**src/design/bpe_pkg.sv**
```systemverilog
// Shared types and constants for the piecewise Bezier path evaluator.
// No dependencies.
package bpe_pkg;

   localparam int COEF_W  = 19;   // signed width of basis coefficients
   localparam int FRAC_W  = 16;   // Q16.16 fraction bits
   localparam int PARAM_W = 17;   // p in [0, 1.0]

   localparam logic       KIND_WRITE = 1'b0;
   localparam logic       KIND_EVAL  = 1'b1;

   localparam logic [3:0] COMP_END     = 4'd0;
   localparam logic [3:0] COMP_ANCHOR0 = 4'd1;
   localparam logic [3:0] COMP_ANCHOR2 = 4'd3;
   localparam logic [3:0] COMP_NEAR0   = 4'd4;
   localparam logic [3:0] COMP_NEAR2   = 4'd6;
   localparam logic [3:0] COMP_FAR0    = 4'd7;
   localparam logic [3:0] COMP_FAR2    = 4'd9;

   localparam logic [2:0] REG_SEGMENT_COUNT = 3'd0;

   typedef enum logic [10:0] {
      ST_IDLE   = 11'b000_0000_0001,
      ST_SCANRD = 11'b000_0000_0010,
      ST_SCAN   = 11'b000_0000_0100,
      ST_PREP   = 11'b000_0000_1000,
      ST_DIV    = 11'b000_0001_0000,
      ST_BASIS  = 11'b000_0010_0000,
      ST_LOAD   = 11'b000_0100_0000,
      ST_COORD  = 11'b000_1000_0000,
      ST_SUM1   = 11'b001_0000_0000,
      ST_SUM2   = 11'b010_0000_0000,
      ST_FINISH = 11'b100_0000_0000
   } state_type;

endpackage

```
**src/design/bpe_mul.sv**
```systemverilog
// Shared signed multiplier with registered product, Q16.16 floor and saturation.
// Depends on bpe_pkg.
module bpe_mul #(
   parameter int COORD_BITS = 32
) (
   input  logic                                  clock,
   input  logic signed [bpe_pkg::COEF_W-1:0]     coef,
   input  logic signed [((COORD_BITS > bpe_pkg::COEF_W) ? COORD_BITS
                         : bpe_pkg::COEF_W)-1:0] coord,
   output logic signed [COORD_BITS-1:0]          q_sat,
   output logic signed [bpe_pkg::COEF_W-1:0]     q_raw
);
   localparam int BW = (COORD_BITS > bpe_pkg::COEF_W) ? COORD_BITS : bpe_pkg::COEF_W;
   localparam int PW = BW + bpe_pkg::COEF_W;
   localparam int FW = PW - bpe_pkg::FRAC_W;

   logic signed [PW-1:0] prod_ff;
   logic signed [PW-1:0] prod_in;
   logic signed [FW-1:0] floor_q;
   logic                 fits;

   assign prod_in = PW'(coef) * PW'(coord);

   always_ff @(posedge clock) begin
      prod_ff <= prod_in;
   end

   // arithmetic shift gives floor division by 65536
   assign floor_q = FW'(prod_ff >>> bpe_pkg::FRAC_W);
   assign fits    = (&floor_q[FW-1:COORD_BITS-1]) | ~(|floor_q[FW-1:COORD_BITS-1]);
   assign q_raw   = floor_q[bpe_pkg::COEF_W-1:0];

   always_comb begin
      if (fits) begin
         q_sat = floor_q[COORD_BITS-1:0];
      end else if (floor_q[FW-1]) begin
         q_sat = {1'b1, {(COORD_BITS-1){1'b0}}};
      end else begin
         q_sat = {1'b0, {(COORD_BITS-1){1'b1}}};
      end
   end

endmodule

```
**config.mk**
```make
export PLATFORM = sky130hd
export DESIGN_NAME = bpe_mul
export DESIGN_NICKNAME = d
export VERILOG_FILES = /design/src/design/bpe_pkg.sv /design/src/design/bpe_mul.sv
export SDC_FILE = /design/constraint.sdc
export NUM_CORES = 2
export LEC_CHECK = 0
export BUFFER_PORTS_ARGS = -buffer_cell sky130_fd_sc_hd__buf_2
export CAP_MARGIN = 10
export CORE_MARGIN = 8
export CORE_UTILIZATION = 40
export CTS_CLUSTER_SIZE = 12
export DETAILED_ROUTE_END_ITERATION = 10
export PLACE_DENSITY = 0.54
export SLEW_MARGIN = 40
export SYNTH_ARGS = -nofsm -noshare
export SYNTH_HDL_FRONTEND = slang
export SYNTH_SLANG_ARGS = --single-unit
```
**constraint.sdc**
```tcl
create_clock -name clock -period 6.41 [get_ports clock]
set_clock_uncertainty 0.15 [all_clocks]
set_input_delay 0.3205 -clock clock [delete_from_list [all_inputs] [get_ports clock]]
set_output_delay 0.3205 -clock clock [all_outputs]
set_load 0.1 [all_outputs]
```
==> flow_metrics.tcl <==
set metrics [dict create \
    cts_buffers 5 \
    finalWirelength_um 62170 \
    syn_area_um2 21610 \
    crit_path_max_incr_delay_ns 0.60 \
    hold_path_end "prod_ff[18]" \
    period_share 1.004 \
    critical_path_class "input pin to flip-flop" \
    cts_hold_buf 0 \
    synthFlopType "dfxtp_1" \
    hp-class "input pin to flip-flop" \
    setup_violations 2 \
    rsz0062_at_grt "yes" \
    drive_gt1_frac 0.1856 \
    synth_cells 2345 \
    crit_path_frequent_cell "fa_1" \
    ctsRootBufferMaster "clkbuf_16" \
    clock-sinks 35 \
    syn_area_per_cell_um2 9.216 \
    slowest_stage "fa_2" \
    routedWlPerCell_um 18.91 \
    die_h_um 248.4 \
    final_area_um2 25580 \
    ys_ff_latch 35 \
    crit_chain "buf_4 > buf_12 > and2_1 > fa_1 > inv_1 > fa_1 > inv_1 > fa_1 > fa_2 > fa_1 > fa_1 > ha_4 > ha_4 > nand4_1 > or2_4 > a311oi_2 > a21boi_4 > o21ai_2 > or3_4 > a211oi_4 > nor3b_2 > xnor2_1" \
    finalNetCount 3365 \
    holdPathStages 7 \
    finalHoldViolations 0 \
    finalNonFillerCells 3288 \
    fin_util 0.4772 \
    track_usage 0.1994 \
    io_pins 103 \
    yosysUniqueCellTypes 55 \
    failed_checks "negative setup slack" \
    routed_via_density 4.919 \
    arrival_ns 6.45 \
    hpwl_um 54590 \
    grt_pass1_wl_um 97810 \
    synth_fp_nets 3120 \
    routabilityCongestion 0.9131 \
    period_needed_ns 6.435 \
    max_freq_mhz 155.4 \
    cts_buffer_depth 2 \
    grt_pass1_vias 18256 \
    dp.cells 3264 \
    drtIter0Drc 686 \
    synth_enable_flop_cells 0 \
    min_from "coef[18]" \
    post_dp_cell_area_um2 24490 \
    via_count 16173 \
    path_max_fanout 10 \
    synthToLayoutAreaGrowth_pct 18.36 \
    slew_headroom 0.5705 \
    hold_ws_ns 1.000 \
    die-area_um2 61720 \
    tightest_slew_ns 0.6376 \
    path_clk_slew_ns 0.05 \
    initial_core_util 0.4032 \
    drc 0 \
    critPathTopFamily "adder cells" \
    grt_antenna_before_repair 3 \
    ys_warn_count 0 \
    crit_buf_inv 4 \
    seq_area_frac_synth 0.03242 \
    maxCapViolations 0 \
    start_kind "input pin" \
    grt_max_degree 32 \
    fp-row-count 85 \
    coreArea_um2 53600 \
    status "finished, violations left" \
    drtAntennaViolNets 0 \
    top_regs "prod_ff: 35 flops" \
    largest_reg_flops 35 \
    portBuffers 102 \
    cp.required_ns 6.43 \
    endpoint_kind "flip-flop" \
    cts_max_level 2 \
    postSynth.asyncResetShare 0 \
    finalMaxSlewViolations 0 \
    cts_tree "done" \
    top_register "prod_ff" \
    drtPass1Iterations 7 \
    overflow 0 \
    timing.final.ws_setup_ns -0.02462 \
    fp.dieW_um 248.4 \
]
[logic make-up after synthesis]
family | after synthesis | synth area share
fa+ha+maj | 723 | 0.6232
simple gates | 712 | 0.1623
buf+inv | 693 | 0.1237
compound gates | 137 | 0.04001
xor+xnor | 44 | 0.01783
flops | 35 | 0.03242
mux | 1 | 0.0004632
[through the flow]
step	setup TNS, ns	setup WS, ns
3_3_place_gp	-9.662	-0.5899
6_report	-0.03086	-0.02462
2_1_floorplan	-0.003451	-0.003451
5_1_grt	-0.6916	-0.1576
4_1_cts	-0.002386	-0.002386
3_5_place_dp	-11.25	-0.6393
[tightest hold or removal path, stage by stage]
cell and delay (ns):
buf_2 0.13, buf_4 0.21, buf_4 0.14, fa_1 0.21, ha_4 0.17, buf_4 0.11
xnor2_1 0.07
[per-layer routing]
layer	track usage	up-vias	wire length (um)
met5	0	-	0
met1	0.2234	8463	23070
li1	-	7214	-
met4	0.08631	0	3070
met2	0.3812	368	33980
met3	0.01773	128	2036
[cells in the mapped netlist (5+ instances only)]
library cell,n,area (um^2)
a31oi_1,5,31.28
a21oi_1,38,190.2
o21a_1,5,37.54
a21o_1,13,97.59
nand2_1,341,1280
xnor2_1,30,262.8
dfxtp_1,35,700.7
inv_1,557,2091
o21ai_0,41,205.2
and2_1,283,1770
clkbuf_1,114,427.9
ha_1,134,1677
nand3_1,8,40.04
fa_1,589,11790
nor2_1,40,150.1
nand4_1,10,62.56
buf_4,19,142.6
nand2b_1,7,43.79
xor2_1,14,122.6
[how the worst max path moves through the flow]
| stage | startpoint | to | cells after the start |
|---|---|---|---|
| finish | coef[8] | prod_ff[50] | 22 |
| global placement | coef[4] | prod_ff[49] | 20 |
| CTS | coord[31] | prod_ff[50] | 23 |
| floorplan | coord[31] | prod_ff[50] | 25 |
| detailed placement | coef[4] | prod_ff[49] | 21 |
| global route | coef[8] | prod_ff[50] | 22 |
[placed cells by master, fill, tap and decap left out, drive strengths merged, types with 3 or more instances in the layout]
master,count
nand4,10
or3,4
a31oi,5
nand2,341
ha,134
o21a,5
nand3,8
xor2,14
nand2b,7
o21ai,46
o21bai,4
a21boi,4
fa,589
a21o,13
xnor2,30
nor2,40
buf,365
clkbuf,14
o211ai,4
a211oi,3
inv,558
o2111ai,3
dfxtp,35
or2,3
nor4,3
and2,283
and3,4
a21oi,39
[layout make-up]
cell class	count	area, um^2
Tap cell	696	870.8
Timing Repair Buffer	373	2894
Clock buffer	6	128.9
Sequential cell	35	700.7
Clock inverter	2	12.51
Antenna cell	1	2.502
Multi-Input combinational cell	1617	18880
Inverter	558	2095
Fill cell	5171	28020
[timing repair]
item / 4_1_cts / 5_1_grt
cloned: 0 / 2
pin swaps: 20 / 52
setup buffers: 4 / 9
gates resized for setup: 59 / 102
setup endpoints to repair: 20 / 22
Power is left out: the tool's default activity adds up to more than one toggle a clock period on the data nets, which glitch-free logic cannot reach.
